<file path="config.mk">
export PLATFORM = sky130hd
export DESIGN_NAME = delta_list_timer_queue_unit
export DESIGN_NICKNAME = d
export VERILOG_FILES = /design/src/hw/rtl/dltq_pkg.sv /design/src/hw/rtl/dltq_dpath.sv /design/src/hw/rtl/dltq_ctrl.sv /design/src/hw/rtl/delta_list_timer_queue_unit.sv
export SDC_FILE = /design/constraint.sdc
export NUM_CORES = 2
export LEC_CHECK = 0
export ABC_AREA = 1
export BUFFER_PORTS_ARGS = -buffer_cell sky130_fd_sc_hd__buf_4
export CAP_MARGIN = 20
export CORE_MARGIN = 5
export CORE_UTILIZATION = 49
export CTS_CLUSTER_DIAMETER = 60
export DETAILED_ROUTE_END_ITERATION = 8
export PLACE_DENSITY_LB_ADDON = 0.15
export RECOVER_POWER = 50
export SLEW_MARGIN = 20
export SYNTH_ARGS = -nofsm -noshare
export SYNTH_HDL_FRONTEND = slang
export SYNTH_SLANG_ARGS = --single-unit
</file>
<file path="constraint.sdc">
create_clock -name clk_i -period 5.6 [get_ports clk_i]
set_input_delay 0.84 -clock clk_i [delete_from_list [all_inputs] [get_ports clk_i]]
set_output_delay 0.84 -clock clk_i [all_outputs]
set_load 0.005 [all_outputs]
</file>
<file path="src/hw/rtl/dltq_pkg.sv">
// dltq_pkg: shared types, codes and saturation helper for the delta list timer queue
// used by dltq_ctrl, dltq_dpath and delta_list_timer_queue_unit
package dltq_pkg;

  localparam int RESULT_LIMIT = 16;

  localparam logic [1:0] OP_SCHED  = 2'd0;
  localparam logic [1:0] OP_CANCEL = 2'd1;
  localparam logic [1:0] OP_ELAPSE = 2'd2;

  localparam logic [1:0] ST_OK   = 2'd0;
  localparam logic [1:0] ST_DUP  = 2'd1;
  localparam logic [1:0] ST_FULL = 2'd2;

  typedef struct packed {
    logic [3:0]         id;
    logic signed [31:0] delta;
    logic [30:0]        req;
  } slot_t;

  typedef enum logic [4:0] {
    ACT_NONE,
    ACT_START,
    ACT_RD_K,
    ACT_RD_KM1,
    ACT_EV_SCH,
    ACT_EV_CAN,
    ACT_EV_FIRE,
    ACT_K_ONE,
    ACT_MV_DN_PREP,
    ACT_MV_DN,
    ACT_INS,
    ACT_MV_UP_PREP,
    ACT_MV_UP,
    ACT_DEL,
    ACT_HEAD_WR,
    ACT_FIRE_PREP,
    ACT_EMIT,
    ACT_EMIT_F,
    ACT_CMP_PREP,
    ACT_CMP,
    ACT_CMP_DONE
  } act_e;

  typedef struct packed {
    act_e       act;
    logic [1:0] st;
  } cmd_t;

  typedef struct packed {
    logic is_sched;
    logic is_cancel;
    logic is_elapse;
    logic cnt_zero;
    logic full;
    logic dup;
    logic found;
    logic no_fire;
    logic k_lt_cnt;
    logic k_gt_pos;
    logic fire_done;
    logic last_fire;
    logic out_free;
  } sts_t;

  function automatic logic signed [31:0] sat32(input logic signed [33:0] v);
    logic signed [31:0] r;
    if (v > 34'sd2147483647) begin
      r = 32'sh7FFFFFFF;
    end else if (v < -34'sd2147483648) begin
      r = 32'sh80000000;
    end else begin
      r = v[31:0];
    end
    return r;
  endfunction

endpackage

</file>
<file path="src/hw/rtl/dltq_dpath.sv">
// dltq_dpath: slot memory, queue count, scan registers and result register
// driven by commands from dltq_ctrl; depends on dltq_pkg
module dltq_dpath import dltq_pkg::*; #(
  parameter int QUEUE_DEPTH = 16
) (
  input  logic                clk_i,
  input  logic                rst_ni,
  input  cmd_t                cmd_i,
  output sts_t                sts_o,
  input  logic                cfg_we_i,
  input  logic [15:0]         cfg_wdata_i,
  input  logic [1:0]          opcode_i,
  input  logic [3:0]          timer_id_i,
  input  logic [30:0]         amount_i,
  output logic                out_valid_o,
  input  logic                out_ready_i,
  output logic [1:0]          status_o,
  output logic                fired_o,
  output logic [3:0]          fired_id_o,
  output logic signed [31:0]  fired_time_o,
  output logic signed [31:0]  head_delta_o,
  output logic                head_changed_o,
  output logic                last_o
);

  localparam int AW = $clog2(QUEUE_DEPTH);
  localparam int CW = $clog2(QUEUE_DEPTH + 1);
  localparam logic [CW-1:0] One = CW'(1);
  localparam logic [CW-1:0] Full = CW'(QUEUE_DEPTH);

  slot_t mem_q [QUEUE_DEPTH];
  slot_t rdata_q;

  logic [15:0]        prec_q;
  logic [1:0]         op_q;
  logic [3:0]         id_q;
  logic [30:0]        amt_q;
  logic [CW-1:0]      k_q, cnt_q, pos_q, fcnt_q;
  logic signed [31:0] dt_q, newd_q, nhead_q, head_q;
  logic               found_q, dup_q, stop_q, hchg_q;

  logic               out_valid_q, fired_q, last_q, hchg_out_q;
  logic [1:0]         status_q;
  logic [3:0]         fid_q;
  logic signed [31:0] ftime_q, hout_q;

  logic               re, we;
  logic [AW-1:0]      raddr, waddr;
  slot_t              wdata;
  logic signed [31:0] newd_in, nhead_calc, nh_sat;
  logic signed [32:0] prec_ext;

  assign prec_ext = $signed({17'b0, prec_q});
  assign newd_in  = sat32({{2{head_q[31]}}, head_q} - {3'b0, amount_i});
  assign nh_sat   = sat32({{2{rdata_q.delta[31]}}, rdata_q.delta} + {{2{newd_q[31]}}, newd_q});
  assign nhead_calc = nh_sat[31] ? 32'sd0 : nh_sat;

  always_comb begin
    re    = 1'b0;
    we    = 1'b0;
    raddr = AW'(k_q);
    waddr = AW'(k_q);
    wdata = rdata_q;
    case (cmd_i.act)
      ACT_RD_K: begin
        re = 1'b1;
      end
      ACT_RD_KM1: begin
        re    = 1'b1;
        raddr = AW'(k_q - One);
      end
      ACT_MV_DN: begin
        we = 1'b1;
        if (k_q - One == pos_q) begin
          wdata.delta = sat32({{2{rdata_q.delta[31]}}, rdata_q.delta} - {{2{dt_q[31]}}, dt_q});
        end
      end
      ACT_INS: begin
        we    = 1'b1;
        waddr = AW'(pos_q);
        wdata = '{id: id_q, delta: dt_q, req: amt_q};
      end
      ACT_MV_UP: begin
        we    = 1'b1;
        waddr = AW'(k_q - One);
        if (k_q == pos_q + One) begin
          wdata.delta = sat32({{2{rdata_q.delta[31]}}, rdata_q.delta} + {{2{dt_q[31]}}, dt_q});
        end
      end
      ACT_HEAD_WR: begin
        we          = 1'b1;
        waddr       = '0;
        wdata.delta = newd_q;
      end
      ACT_CMP: begin
        we    = 1'b1;
        waddr = AW'(k_q - fcnt_q);
        if (k_q == fcnt_q) begin
          wdata.delta = nhead_q;
        end
      end
      default: begin
      end
    endcase
  end

  always_ff @(posedge clk_i) begin
    if (we) begin
      mem_q[waddr] <= wdata;
    end
    if (re) begin
      rdata_q <= mem_q[raddr];
    end
  end

  always_ff @(posedge clk_i or negedge rst_ni) begin
    if (!rst_ni) begin
      prec_q      <= '0;
      op_q        <= '0;
      id_q        <= '0;
      amt_q       <= '0;
      k_q         <= '0;
      cnt_q       <= '0;
      pos_q       <= '0;
      fcnt_q      <= '0;
      dt_q        <= '0;
      newd_q      <= '0;
      nhead_q     <= '0;
      head_q      <= '0;
      found_q     <= 1'b0;
      dup_q       <= 1'b0;
      stop_q      <= 1'b0;
      hchg_q      <= 1'b0;
      out_valid_q <= 1'b0;
      status_q    <= '0;
      fired_q     <= 1'b0;
      fid_q       <= '0;
      ftime_q     <= '0;
      hout_q      <= '0;
      hchg_out_q  <= 1'b0;
      last_q      <= 1'b0;
    end else begin
      if (cfg_we_i) begin
        prec_q <= cfg_wdata_i;
      end
      if (we && waddr == '0) begin
        head_q <= wdata.delta;
      end
      if (cmd_i.act inside {ACT_EMIT, ACT_EMIT_F}) begin
        out_valid_q <= 1'b1;
      end else if (out_ready_i) begin
        out_valid_q <= 1'b0;
      end
      case (cmd_i.act)
        ACT_START: begin
          op_q    <= opcode_i;
          id_q    <= timer_id_i;
          amt_q   <= amount_i;
          k_q     <= '0;
          pos_q   <= '0;
          fcnt_q  <= One;
          dt_q    <= $signed({1'b0, amount_i});
          newd_q  <= newd_in;
          found_q <= 1'b0;
          dup_q   <= 1'b0;
          stop_q  <= 1'b0;
          hchg_q  <= 1'b0;
        end
        ACT_EV_SCH: begin
          if (rdata_q.id == id_q) begin
            dup_q <= 1'b1;
          end
          if (!found_q) begin
            if (dt_q > rdata_q.delta) begin
              dt_q  <= dt_q - rdata_q.delta;
              pos_q <= k_q + One;
            end else begin
              found_q <= 1'b1;
            end
          end
          k_q <= k_q + One;
        end
        ACT_EV_CAN: begin
          if (!found_q && rdata_q.id == id_q) begin
            found_q <= 1'b1;
            pos_q   <= k_q;
            dt_q    <= rdata_q.delta;
          end
          k_q <= k_q + One;
        end
        ACT_EV_FIRE: begin
          if (rdata_q.delta == 32'sd0 && 32'(k_q) < RESULT_LIMIT) begin
            fcnt_q <= fcnt_q + One;
            k_q    <= k_q + One;
          end else begin
            stop_q  <= 1'b1;
            nhead_q <= nhead_calc;
          end
        end
        ACT_K_ONE: begin
          k_q <= One;
        end
        ACT_MV_DN_PREP: begin
          k_q <= cnt_q;
        end
        ACT_MV_DN: begin
          k_q <= k_q - One;
        end
        ACT_INS: begin
          cnt_q  <= cnt_q + One;
          hchg_q <= (pos_q == '0);
        end
        ACT_MV_UP_PREP: begin
          k_q <= pos_q + One;
        end
        ACT_MV_UP: begin
          k_q <= k_q + One;
        end
        ACT_DEL: begin
          cnt_q  <= cnt_q - One;
          hchg_q <= (pos_q == '0);
        end
        ACT_HEAD_WR: begin
          hchg_q <= 1'b1;
        end
        ACT_FIRE_PREP: begin
          k_q <= '0;
        end
        ACT_EMIT: begin
          status_q    <= cmd_i.st;
          fired_q     <= 1'b0;
          fid_q       <= '0;
          ftime_q     <= '0;
          hout_q      <= (cnt_q == '0) ? -32'sd1 : head_q;
          hchg_out_q  <= hchg_q;
          last_q      <= 1'b1;
        end
        ACT_EMIT_F: begin
          status_q    <= ST_OK;
          fired_q     <= 1'b1;
          fid_q       <= rdata_q.id;
          ftime_q     <= sat32({3'b0, rdata_q.req} - {{2{newd_q[31]}}, newd_q});
          hout_q      <= (cnt_q != fcnt_q) ? nhead_q : -32'sd1;
          hchg_out_q  <= 1'b1;
          last_q      <= (k_q + One == fcnt_q);
          k_q         <= k_q + One;
        end
        ACT_CMP_PREP: begin
          k_q <= fcnt_q;
        end
        ACT_CMP: begin
          k_q <= k_q + One;
        end
        ACT_CMP_DONE: begin
          cnt_q <= cnt_q - fcnt_q;
        end
        default: begin
        end
      endcase
    end
  end

  always_comb begin
    sts_o.is_sched  = (op_q == OP_SCHED);
    sts_o.is_cancel = (op_q == OP_CANCEL);
    sts_o.is_elapse = (op_q == OP_ELAPSE);
    sts_o.cnt_zero  = (cnt_q == '0);
    sts_o.full      = (cnt_q == Full);
    sts_o.dup       = dup_q;
    sts_o.found     = found_q;
    sts_o.no_fire   = (newd_q > prec_ext);
    sts_o.k_lt_cnt  = (k_q < cnt_q);
    sts_o.k_gt_pos  = (k_q > pos_q);
    sts_o.fire_done = stop_q || (k_q == cnt_q);
    sts_o.last_fire = (k_q + One == fcnt_q);
    sts_o.out_free  = !out_valid_q || out_ready_i;
  end

  assign out_valid_o    = out_valid_q;
  assign status_o       = status_q;
  assign fired_o        = fired_q;
  assign fired_id_o     = fid_q;
  assign fired_time_o   = ftime_q;
  assign head_delta_o   = hout_q;
  assign head_changed_o = hchg_out_q;
  assign last_o         = last_q;

endmodule

</file>
<file path="src/hw/rtl/dltq_ctrl.sv">
// dltq_ctrl: sequencer that walks the slot memory for schedule, cancel and elapse
// issues commands to dltq_dpath; depends on dltq_pkg
module dltq_ctrl import dltq_pkg::*; (
  input  logic clk_i,
  input  logic rst_ni,
  input  logic in_valid_i,
  output logic in_ready_o,
  input  sts_t sts_i,
  output cmd_t cmd_o
);

  localparam logic [4:0] S_IDLE      = 5'd0;
  localparam logic [4:0] S_DISP      = 5'd1;
  localparam logic [4:0] S_SC_RD     = 5'd2;
  localparam logic [4:0] S_SC_EV     = 5'd3;
  localparam logic [4:0] S_SC_END    = 5'd4;
  localparam logic [4:0] S_DN_CHK    = 5'd5;
  localparam logic [4:0] S_DN_WR     = 5'd6;
  localparam logic [4:0] S_CN_RD     = 5'd7;
  localparam logic [4:0] S_CN_EV     = 5'd8;
  localparam logic [4:0] S_CN_END    = 5'd9;
  localparam logic [4:0] S_UP_CHK    = 5'd10;
  localparam logic [4:0] S_UP_WR     = 5'd11;
  localparam logic [4:0] S_HD_RD     = 5'd12;
  localparam logic [4:0] S_HD_WR     = 5'd13;
  localparam logic [4:0] S_FZ_CHK    = 5'd14;
  localparam logic [4:0] S_FZ_EV     = 5'd15;
  localparam logic [4:0] S_FE_RD     = 5'd16;
  localparam logic [4:0] S_FE_EM     = 5'd17;
  localparam logic [4:0] S_CP_PREP   = 5'd18;
  localparam logic [4:0] S_CP_CHK    = 5'd19;
  localparam logic [4:0] S_CP_WR     = 5'd20;
  localparam logic [4:0] S_EMIT      = 5'd21;
  localparam logic [4:0] S_EMIT_DUP  = 5'd22;
  localparam logic [4:0] S_EMIT_FULL = 5'd23;

  logic [4:0] state_q, state_d;

  always_comb begin
    state_d    = state_q;
    cmd_o.act  = ACT_NONE;
    cmd_o.st   = ST_OK;
    in_ready_o = 1'b0;
    case (state_q)
      S_IDLE: begin
        in_ready_o = 1'b1;
        if (in_valid_i) begin
          cmd_o.act = ACT_START;
          state_d   = S_DISP;
        end
      end
      S_DISP: begin
        if (sts_i.is_sched) begin
          state_d = S_SC_RD;
        end else if (sts_i.is_cancel && !sts_i.cnt_zero) begin
          state_d = S_CN_RD;
        end else if (sts_i.is_elapse && !sts_i.cnt_zero) begin
          if (sts_i.no_fire) begin
            state_d = S_HD_RD;
          end else begin
            cmd_o.act = ACT_K_ONE;
            state_d   = S_FZ_CHK;
          end
        end else begin
          state_d = S_EMIT;
        end
      end
      S_SC_RD: begin
        if (sts_i.k_lt_cnt) begin
          cmd_o.act = ACT_RD_K;
          state_d   = S_SC_EV;
        end else begin
          state_d = S_SC_END;
        end
      end
      S_SC_EV: begin
        cmd_o.act = ACT_EV_SCH;
        state_d   = S_SC_RD;
      end
      S_SC_END: begin
        if (sts_i.dup) begin
          state_d = S_EMIT_DUP;
        end else if (sts_i.full) begin
          state_d = S_EMIT_FULL;
        end else begin
          cmd_o.act = ACT_MV_DN_PREP;
          state_d   = S_DN_CHK;
        end
      end
      S_DN_CHK: begin
        if (sts_i.k_gt_pos) begin
          cmd_o.act = ACT_RD_KM1;
          state_d   = S_DN_WR;
        end else begin
          cmd_o.act = ACT_INS;
          state_d   = S_EMIT;
        end
      end
      S_DN_WR: begin
        cmd_o.act = ACT_MV_DN;
        state_d   = S_DN_CHK;
      end
      S_CN_RD: begin
        if (sts_i.k_lt_cnt) begin
          cmd_o.act = ACT_RD_K;
          state_d   = S_CN_EV;
        end else begin
          state_d = S_CN_END;
        end
      end
      S_CN_EV: begin
        cmd_o.act = ACT_EV_CAN;
        state_d   = S_CN_RD;
      end
      S_CN_END: begin
        if (sts_i.found) begin
          cmd_o.act = ACT_MV_UP_PREP;
          state_d   = S_UP_CHK;
        end else begin
          state_d = S_EMIT;
        end
      end
      S_UP_CHK: begin
        if (sts_i.k_lt_cnt) begin
          cmd_o.act = ACT_RD_K;
          state_d   = S_UP_WR;
        end else begin
          cmd_o.act = ACT_DEL;
          state_d   = S_EMIT;
        end
      end
      S_UP_WR: begin
        cmd_o.act = ACT_MV_UP;
        state_d   = S_UP_CHK;
      end
      S_HD_RD: begin
        cmd_o.act = ACT_RD_K;
        state_d   = S_HD_WR;
      end
      S_HD_WR: begin
        cmd_o.act = ACT_HEAD_WR;
        state_d   = S_EMIT;
      end
      S_FZ_CHK: begin
        if (sts_i.fire_done) begin
          cmd_o.act = ACT_FIRE_PREP;
          state_d   = S_FE_RD;
        end else begin
          cmd_o.act = ACT_RD_K;
          state_d   = S_FZ_EV;
        end
      end
      S_FZ_EV: begin
        cmd_o.act = ACT_EV_FIRE;
        state_d   = S_FZ_CHK;
      end
      S_FE_RD: begin
        cmd_o.act = ACT_RD_K;
        state_d   = S_FE_EM;
      end
      S_FE_EM: begin
        if (sts_i.out_free) begin
          cmd_o.act = ACT_EMIT_F;
          state_d   = sts_i.last_fire ? S_CP_PREP : S_FE_RD;
        end
      end
      S_CP_PREP: begin
        cmd_o.act = ACT_CMP_PREP;
        state_d   = S_CP_CHK;
      end
      S_CP_CHK: begin
        if (sts_i.k_lt_cnt) begin
          cmd_o.act = ACT_RD_K;
          state_d   = S_CP_WR;
        end else begin
          cmd_o.act = ACT_CMP_DONE;
          state_d   = S_IDLE;
        end
      end
      S_CP_WR: begin
        cmd_o.act = ACT_CMP;
        state_d   = S_CP_CHK;
      end
      S_EMIT: begin
        if (sts_i.out_free) begin
          cmd_o.act = ACT_EMIT;
          state_d   = S_IDLE;
        end
      end
      S_EMIT_DUP: begin
        cmd_o.st = ST_DUP;
        if (sts_i.out_free) begin
          cmd_o.act = ACT_EMIT;
          state_d   = S_IDLE;
        end
      end
      S_EMIT_FULL: begin
        cmd_o.st = ST_FULL;
        if (sts_i.out_free) begin
          cmd_o.act = ACT_EMIT;
          state_d   = S_IDLE;
        end
      end
      default: begin
        state_d = S_IDLE;
      end
    endcase
  end

  always_ff @(posedge clk_i or negedge rst_ni) begin
    if (!rst_ni) begin
      state_q <= S_IDLE;
    end else begin
      state_q <= state_d;
    end
  end

endmodule

</file>
<file path="src/hw/rtl/delta_list_timer_queue_unit.sv">
// delta_list_timer_queue_unit: top level of the sorted delta list timer queue
// instantiates dltq_ctrl and dltq_dpath; depends on dltq_pkg
//
// usage: one request enters on the in channel (opcode, timer_id, amount) with
// valid/ready; results leave on the out channel with valid/ready, one per
// request or one per fired timer, the final one flagged by last.
// precision must be written through cfg_we_i/cfg_wdata_i only while the block
// is idle; the block itself does not enforce this. requests are handled one at
// a time, walking the slot memory entry by entry through its single read port.
// at reset the queue is empty and precision is zero; no clearing pass.
// a stalled receiver holds the result register; the sequencer waits at its
// next result, and in_ready stays low until the request is fully done.
module delta_list_timer_queue_unit import dltq_pkg::*; #(
  parameter int QUEUE_DEPTH = 16
) (
  input  logic               clk_i,
  input  logic               rst_ni,
  input  logic               cfg_we_i,
  input  logic [15:0]        cfg_wdata_i,
  input  logic               in_valid_i,
  output logic               in_ready_o,
  input  logic [1:0]         opcode_i,
  input  logic [3:0]         timer_id_i,
  input  logic [30:0]        amount_i,
  output logic               out_valid_o,
  input  logic               out_ready_i,
  output logic [1:0]         status_o,
  output logic               fired_o,
  output logic [3:0]         fired_id_o,
  output logic signed [31:0] fired_time_o,
  output logic signed [31:0] head_delta_o,
  output logic               head_changed_o,
  output logic               last_o
);

  cmd_t cmd;
  sts_t sts;

  dltq_ctrl u_ctrl (
    .clk_i      (clk_i),
    .rst_ni     (rst_ni),
    .in_valid_i (in_valid_i),
    .in_ready_o (in_ready_o),
    .sts_i      (sts),
    .cmd_o      (cmd)
  );

  dltq_dpath #(
    .QUEUE_DEPTH (QUEUE_DEPTH)
  ) u_dpath (
    .clk_i          (clk_i),
    .rst_ni         (rst_ni),
    .cmd_i          (cmd),
    .sts_o          (sts),
    .cfg_we_i       (cfg_we_i),
    .cfg_wdata_i    (cfg_wdata_i),
    .opcode_i       (opcode_i),
    .timer_id_i     (timer_id_i),
    .amount_i       (amount_i),
    .out_valid_o    (out_valid_o),
    .out_ready_i    (out_ready_i),
    .status_o       (status_o),
    .fired_o        (fired_o),
    .fired_id_o     (fired_id_o),
    .fired_time_o   (fired_time_o),
    .head_delta_o   (head_delta_o),
    .head_changed_o (head_changed_o),
    .last_o         (last_o)
  );

`ifndef SYNTHESIS
  a_busy_after_accept: assert property (@(posedge clk_i) disable iff (!rst_ni)
    (in_valid_i && in_ready_o) |=> !in_ready_o)
    else $error("request accepted while previous one in flight");

  a_fired_changes_head: assert property (@(posedge clk_i) disable iff (!rst_ni)
    (out_valid_o && fired_o) |-> (head_changed_o && status_o == ST_OK))
    else $error("fired result without head change");

  a_reject_single: assert property (@(posedge clk_i) disable iff (!rst_ni)
    (out_valid_o && status_o != ST_OK) |-> (last_o && !fired_o && !head_changed_o))
    else $error("rejected schedule not a single plain result");
`endif

endmodule

</file>
[Yosys cells after proc, flatten, opt, wreduce, memory -nomap -nowiden]
Memory sizes are Yosys's and may differ from the RTL's. A register that Yosys moved wholly into a read port is not among the register bits.
Cells that the tools add are included.
Storage, ports and cells
  bits in registers: 284
  memory bits (writable): 1072
  input port bits: 58
  output and inout port bits: 75
  logic and storage cells: 251
  memories: 1
Operators by class
  add/subtract/negate cells: 14
  magnitude comparators: 15
  eq/ne operators: 62
  mux-type cells: 92
  bitwise operators: 1
  reduce and logical (&&, ||, !) cells: 41
Memory list
  u_dpath.mem_q: words 16, bits a word 67, rd ports 1, clocked after memory_dff 1, wr ports 1, RTL line dltq_dpath.sv:31  | slot_t mem_q [QUEUE_DEPTH];
Operators with widths (number)
  two-way mux 32 bit: 18
  > comparator 34 x 32 -> 1 bit (second input constant): 5
  < comparator 34 x 32 -> 1 bit (second input constant): 5
  one-hot mux 32 bit (5 select lines): 1
  one-hot mux 32 bit (2 select lines): 2
  two-way mux 5 bit: 25
  one-hot mux 5 bit (21 select lines): 1
  one-hot mux 5 bit (20 select lines): 1
  subtractor 32 x 32 -> 33 bit: 3
  one-hot mux 32 bit (3 select lines): 1
  equality test 5 x 4 -> 1 bit (second input constant): 16
  equality test 5 bit (second input constant): 14
  adder 32 x 32 -> 33 bit: 2
  two-way mux 31 bit: 2
  equality test 5 x 3 -> 1 bit (second input constant): 8
  one-hot mux 5 bit (8 select lines): 1
  > comparator 32 x 17 -> 1 bit: 1
  > comparator 32 bit: 1
  logical NOT 32 bit: 1
  subtractor 32 bit: 1
  one-hot mux 5 bit (3 select lines): 2
  two-way mux 4 bit: 7
  equality test 5 bit: 5
  adder 5 x 1 -> 5 bit (second input constant): 4
  other kinds (39): 98

[Logic depth before layout (Yosys ltp)]
  word-level depth: 12
  gate-level depth with buffers: 23
  mapped depth without buffers: 21

[By module]
A second synthesis with hierarchy kept.
Unflattened totals
  cells, all modules: 7590
  area total of the unflattened synthesis: 72847.4 µm²
By module, submodules not included
  dltq_dpath: instances 1, cells each 7404, area each 71843.9 µm², sequential area each 41159.5 µm²
  dltq_ctrl: instances 1, cells each 186, area each 1003.5 µm², sequential area each 125.1 µm²

[Worst setup path after synthesis]
OpenSTA, ideal clock, no wires.
  path type: register to register
  start: reg u_dpath.pos_q[2]
  end: mem u_dpath.mem_q[13][0] in the netlist's numbering (enable)
  library setup time: 492 ps
  arrival: 4801 ps
  required time: 5108 ps
  slack: 307 ps
  stages on the path, launching flop included: 16
  buffers on the path: 2
  period minus slack after synthesis: 5293 ps
  cells stage by stage: dfrtp_1 > buf_2 > inv_1 > ha_1 > a21oi_1 > o21ai_0 > o22ai_2 > nand2_2 > buf_2 > o22ai_1 > a21oi_1 > nand2_1 > nand2_1 > inv_1 > nand2_1 > nor2_1
On the way
  longest elaborated chain between the ends: 8
  elaborated cells on any way between the ends: 13
  classes of those cells: 1 x order compare; 5 x eq/ne; 6 x mux; 1 x reduce/logical
Ends and longest elaborated chain
  start: declaration: RTL line dltq_dpath.sv:38  | logic [CW-1:0] k_q, cnt_q, pos_q, fcnt_q;
  start signal: assignment: RTL line dltq_dpath.sv:176  | pos_q <= k_q + One;
  start signal: assignment: RTL line dltq_dpath.sv:186  | pos_q <= k_q;
  > comparator 5 bit: RTL line dltq_dpath.sv:273  | sts_o.k_gt_pos = (k_q > pos_q);
  two-way mux 4 bit: RTL line dltq_ctrl.sv:91  | if (sts_i.k_gt_pos) begin
  one-hot mux 5 bit (20 select lines): RTL line dltq_ctrl.sv:44  | case (state_q)
  equality test 5 x 4 -> 1 bit / equality test 5 bit (equally long branches): RTL line dltq_dpath.sv:64  | case (cmd_i.act)
  OR reduction 5 bit (no line)
  two-way mux 1 bit: RTL line dltq_dpath.sv:64
  two-way mux 1 bit: RTL line dltq_dpath.sv:108  | if (we) begin
  two-way mux 1 bit (implied by the code): RTL line dltq_dpath.sv:109  | mem_q[waddr] <= wdata;
  end: declaration: RTL line dltq_dpath.sv:31
Several ways; a longest one is shown, not always the timed one.

[Final worst setup path]
  start: reg u_ctrl.state_q[0]
  end: reg, netlist name u_dpath.rdata_q[56]
On the way
  longest elaborated chain between the ends: 6
  elaborated cells on any way between the ends: 33
  classes of those cells: 25 x eq/ne; 3 x mux; 5 x reduce/logical
Ends and longest elaborated chain
  start: declaration: RTL line dltq_ctrl.sv:37  | logic [4:0] state_q, state_d;
  start signal: assignment: RTL line dltq_ctrl.sv:214  | state_q <= state_d;
  equality test 5 bit, or another cell as far along: RTL line dltq_ctrl.sv:44
  OR reduction 3 bit (no line) / OR reduction 2 bit (equally long branches)
  one-hot mux 5 bit (20 select lines) (*): RTL line dltq_ctrl.sv:44
  equality test 5 x 2 -> 1 bit: RTL line dltq_dpath.sv:64
  OR reduction 2 bit (no line) (*)
  two-way mux 1 bit (*): RTL line dltq_dpath.sv:64
  via u_dpath.re: RTL line dltq_dpath.sv:47  | logic re, we;
Mark *: on every way through the listed nets, which the timed path passes. The rest lies on a longest branch.
A chain may end at the register's enable or synchronous reset.

==> summary.md <==
| Metric | Value |
|---|---|
| Seq cells post-synth | 1422 |
| Clk_lat worst skew | 0.83 ns |
| Minimum clock period | 5.35 ns |
| Status | finished, violations left |
| # clock sinks | 1422 |
| Maxcap violations | 11 |
| Post-synth top area share | 46.4% |
| Worst r2r src | u_ctrl.state_q[0]$_DFFE_PN0P_ |
| Placed Cells | 9613 |
| DRT antenna net count | 0 |
| HP Start | timer_id_i[3] |
| Met2 global-route usage | 54.4% |
| Via/cell ratio | 6.16 |
| Syn nets | 7958 |
| Initial drt markers | 7968 |
| WP data arrival | 5.67 ns |
| Final GP Congestion | 1.05 |
| Synth cell types | 63 |
| Post-Syn Area | 73700 um^2 |
| Clock Skews | 0.0983 ns |
| Most frequent cells in the layout | nand2_1 (1574), edfxtp_1 (1139), inv_1 (670), nand3_1 (658), o21ai_0 (598) |
| Element type at the critical path end | flip-flop |
| Met1 usage | 52.8% |
| Core area | 150000 um^2 |
| RSZ-0062 raised after global routing | no |
| H-tree Lvls | 4 |
| Fin. max-slew vios | 414 |
| Cts bufs inserted | 159 |
| WL/cell | 30.6 um |
| TritonCTS clock tree | built |
| Violated checks | capacitance limit, slew limit |
| Post CTS Setup Buffer Count | 0 |
| Via count | 61100 |
| Synth Warn # | 0 |
| Critical path fanouts, max | 67 |
| Std-Cell Rows | 142 |
| Layout cells sized above 1 | 7.86% |
| Synth async-reset ratio | 19.9% |
| Hold Path Class | in -> reg |
| Reg clk slew, reported paths | 0.06 ns |
| Cells after synthesis | 7660 |
| Hold Vio Cnt, Final | 0 |
| # fillers | 13300 |
| Vias in the first global route | 57100 |
| GR Util met3 | 11.9% |
| Setup violators final | 0 |
| Nets | 8057 |
| Critical Path Start Type | flip-flop |
| Port Buffers | 132 |
| Tcrit/Tclk final | 95.5% |
| Clk buf depth | 3 |
| Hold-fix buffer count after cts | 0 |
| Sequential cell area | 41300 um^2 |
| Die X | 398 um |
| Critical Path RT | 5.92 ns |
| First-pass GRT wire length | 426000 um |
| Actual slew at the worst max-slew pin | 4.83 ns |
| CP startpoint | u_ctrl.state_q[0]$_DFFE_PN0P_ |
| Top-Level Pins | 133 |
| DRC Markers | 0 |
| Avg Cell Area, Syn | 9.62 um^2 |
| Commonest non-fill, non-tap cell in the layout | nand2_1 |
| Synth top area cells | edfxtp_1 (46%), dfrtp_1 (9.6%), nand2_1 (8.0%), nand3_1 (4.5%), o21ai_0 (4.1%) |
| Initial antenna violation count | 38 |
| Final Non-Filler Cells | 9922 |
| F_max | 187 MHz |
| Die Span Y | 398 um |
| Layout area overhead | 12.3% |
| GRT Max-Usage Layer | met2 |
| Initial Utilization | 49.3% |
| Core Util, Final | 55.3% |
| Pre-antenna DRT Iters | 9 |
| Prevailing post-synth register cell | edfxtp_1 |
| Post_cts resized | 0 |
| DIE AREA | 158000 um^2 |
| Rel. slew slack | -222% |
| Root Driver | clkbuf_16 |
| Detailed-placement wirelength estimate | 211000 um |
| Total gr overflow | 0 |
| Multi-input gate area | 28100 um^2 |
| Post-Route WL | 303000 um |
| Count of flip-flops with a built-in enable after synthesis | 1139 |
| Largest net degree at the start of global routing | 177 |
| Total GRT Usage | 37.5% |
| Setup TNS | 0 ns |
| Seq/Total Area, Yosys | 56.0% |
| Crit path kind | reg -> reg |
| Area leader, netlist | edfxtp_1 |
## registers in the layout, indices dropped and copies added (netlist names), 2 cells and up
signal,count
u_dpath.id_q,4
u_dpath.fired_time_o,32
u_dpath.mem_q,1072
u_ctrl.state_q,5
u_dpath.head_q,32
u_dpath.amt_q,31
u_dpath.fcnt_q,5
u_dpath.status_o,2
u_dpath.head_delta_o,32
u_dpath.rdata_q,67
u_dpath.nhead_q,31
u_dpath.k_q,5
u_dpath.fired_id_o,4
u_dpath.dt_q,32
u_dpath.prec_q,16
u_dpath.pos_q,5
u_dpath.cnt_q,5
u_dpath.op_q,2
u_dpath.newd_q,32
## cells in the mapped netlist (47+ instances only)
master and n:
nand2_1 1574, edfxtp_1 1139, inv_1 669, nand3_1 657, o21ai_0 598, nor2_1 392
a21oi_1 312, o211ai_1 290, dfrtp_1 283, ha_1 231, clkbuf_1 227, or2_1 198
o21ai_1 127, o21bai_1 122, xor2_1 119, buf_2 113, nand4_1 94, or2_0 47
## routing by layer
| layer | part of all wire [%] | vias up |
|---|---|---|
| met5 | 0.034 | - |
| met4 | 4.3 | 16 |
| met2 | 42 | 3472 |
| met1 | 42 | 30100 |
| li1 | - | 26900 |
| met3 | 12 | 625 |
## layout make-up
class                           instances  area share, %
Inverter                              694           3.18
Antenna cell                           18         0.0544
Tap cell                             2016           3.05
Multi-Input combinational cell       5149           34.0
Sequential cell                      1422           49.9
Clock inverter                         98           1.38
Timing Repair Buffer                  333           3.42
Clock buffer                          192           5.07
## final timing paths
path | slack (ns) | depth (start not counted) | to
worst max-delay path | 0.25 | 13 | u_dpath.rdata_q[56]$_DFFE_PP_
worst min-delay path | 0.25 | 3 | u_dpath.id_q[3]$_DFFE_PN0P_
worst max register to register | 0.25 | 13 | u_dpath.rdata_q[56]$_DFFE_PP_
worst min register to register | 0.47 | 2 | u_dpath.fired_time_o[29]$_DFFE_PN0P_
max in group asynchronous | 0.81 | 2 | u_dpath.nhead_q[20]$_DFFE_PN0P_
min in group asynchronous | 1.90 | 1 | u_dpath.dt_q[8]$_DFFE_PN0P_
## cell families after synthesis
logic type / Yosys count / share of synthesized area (%)
and+or+nand+nor: 3115 / 18.7
buffers and inverters: 1089 / 5.94
AOI/OAI and AO/OA: 1632 / 13.2
adders and majority gates: 240 / 4.17
muxes: 1 / 0.0153
xor gates and xnor gates: 161 / 1.91
DFF: 1422 / 56.0
## through the flow
| step | setup WS [ns] | hold WS [ns] | instance area, um^2 |
|---|---|---|---|
| 2_1_floorplan | 0.307 | 0.449 | 73700 |
| 3_3_place_gp | 0.930 | 0.461 | 77700 |
| 3_5_place_dp | 0.871 | 0.467 | 77700 |
| 4_1_cts | 0.811 | 0.0906 | 83000 |
| 5_1_grt | 0.220 | 0.227 | 82700 |
| 6_report | 0.252 | 0.247 | 82800 |
## worst max-delay path: stages, from the launching register on
cell	delay [ns]
dfrtp_1	0.42
nor2_1	0.11
inv_1	0.11
nor2_1	0.05
inv_1	0.20
nor2_1	0.08
clkbuf_1	0.43
clkinv_1	0.12
buf_4	0.63
nand2_1	0.59
nor4_1	0.42
nand4_1	0.20
nor2_4	0.13
clkbuf_4	1.29
Power is not shown: default switching activity piles up to over one toggle a cycle in this logic, so the estimate is an artifact.
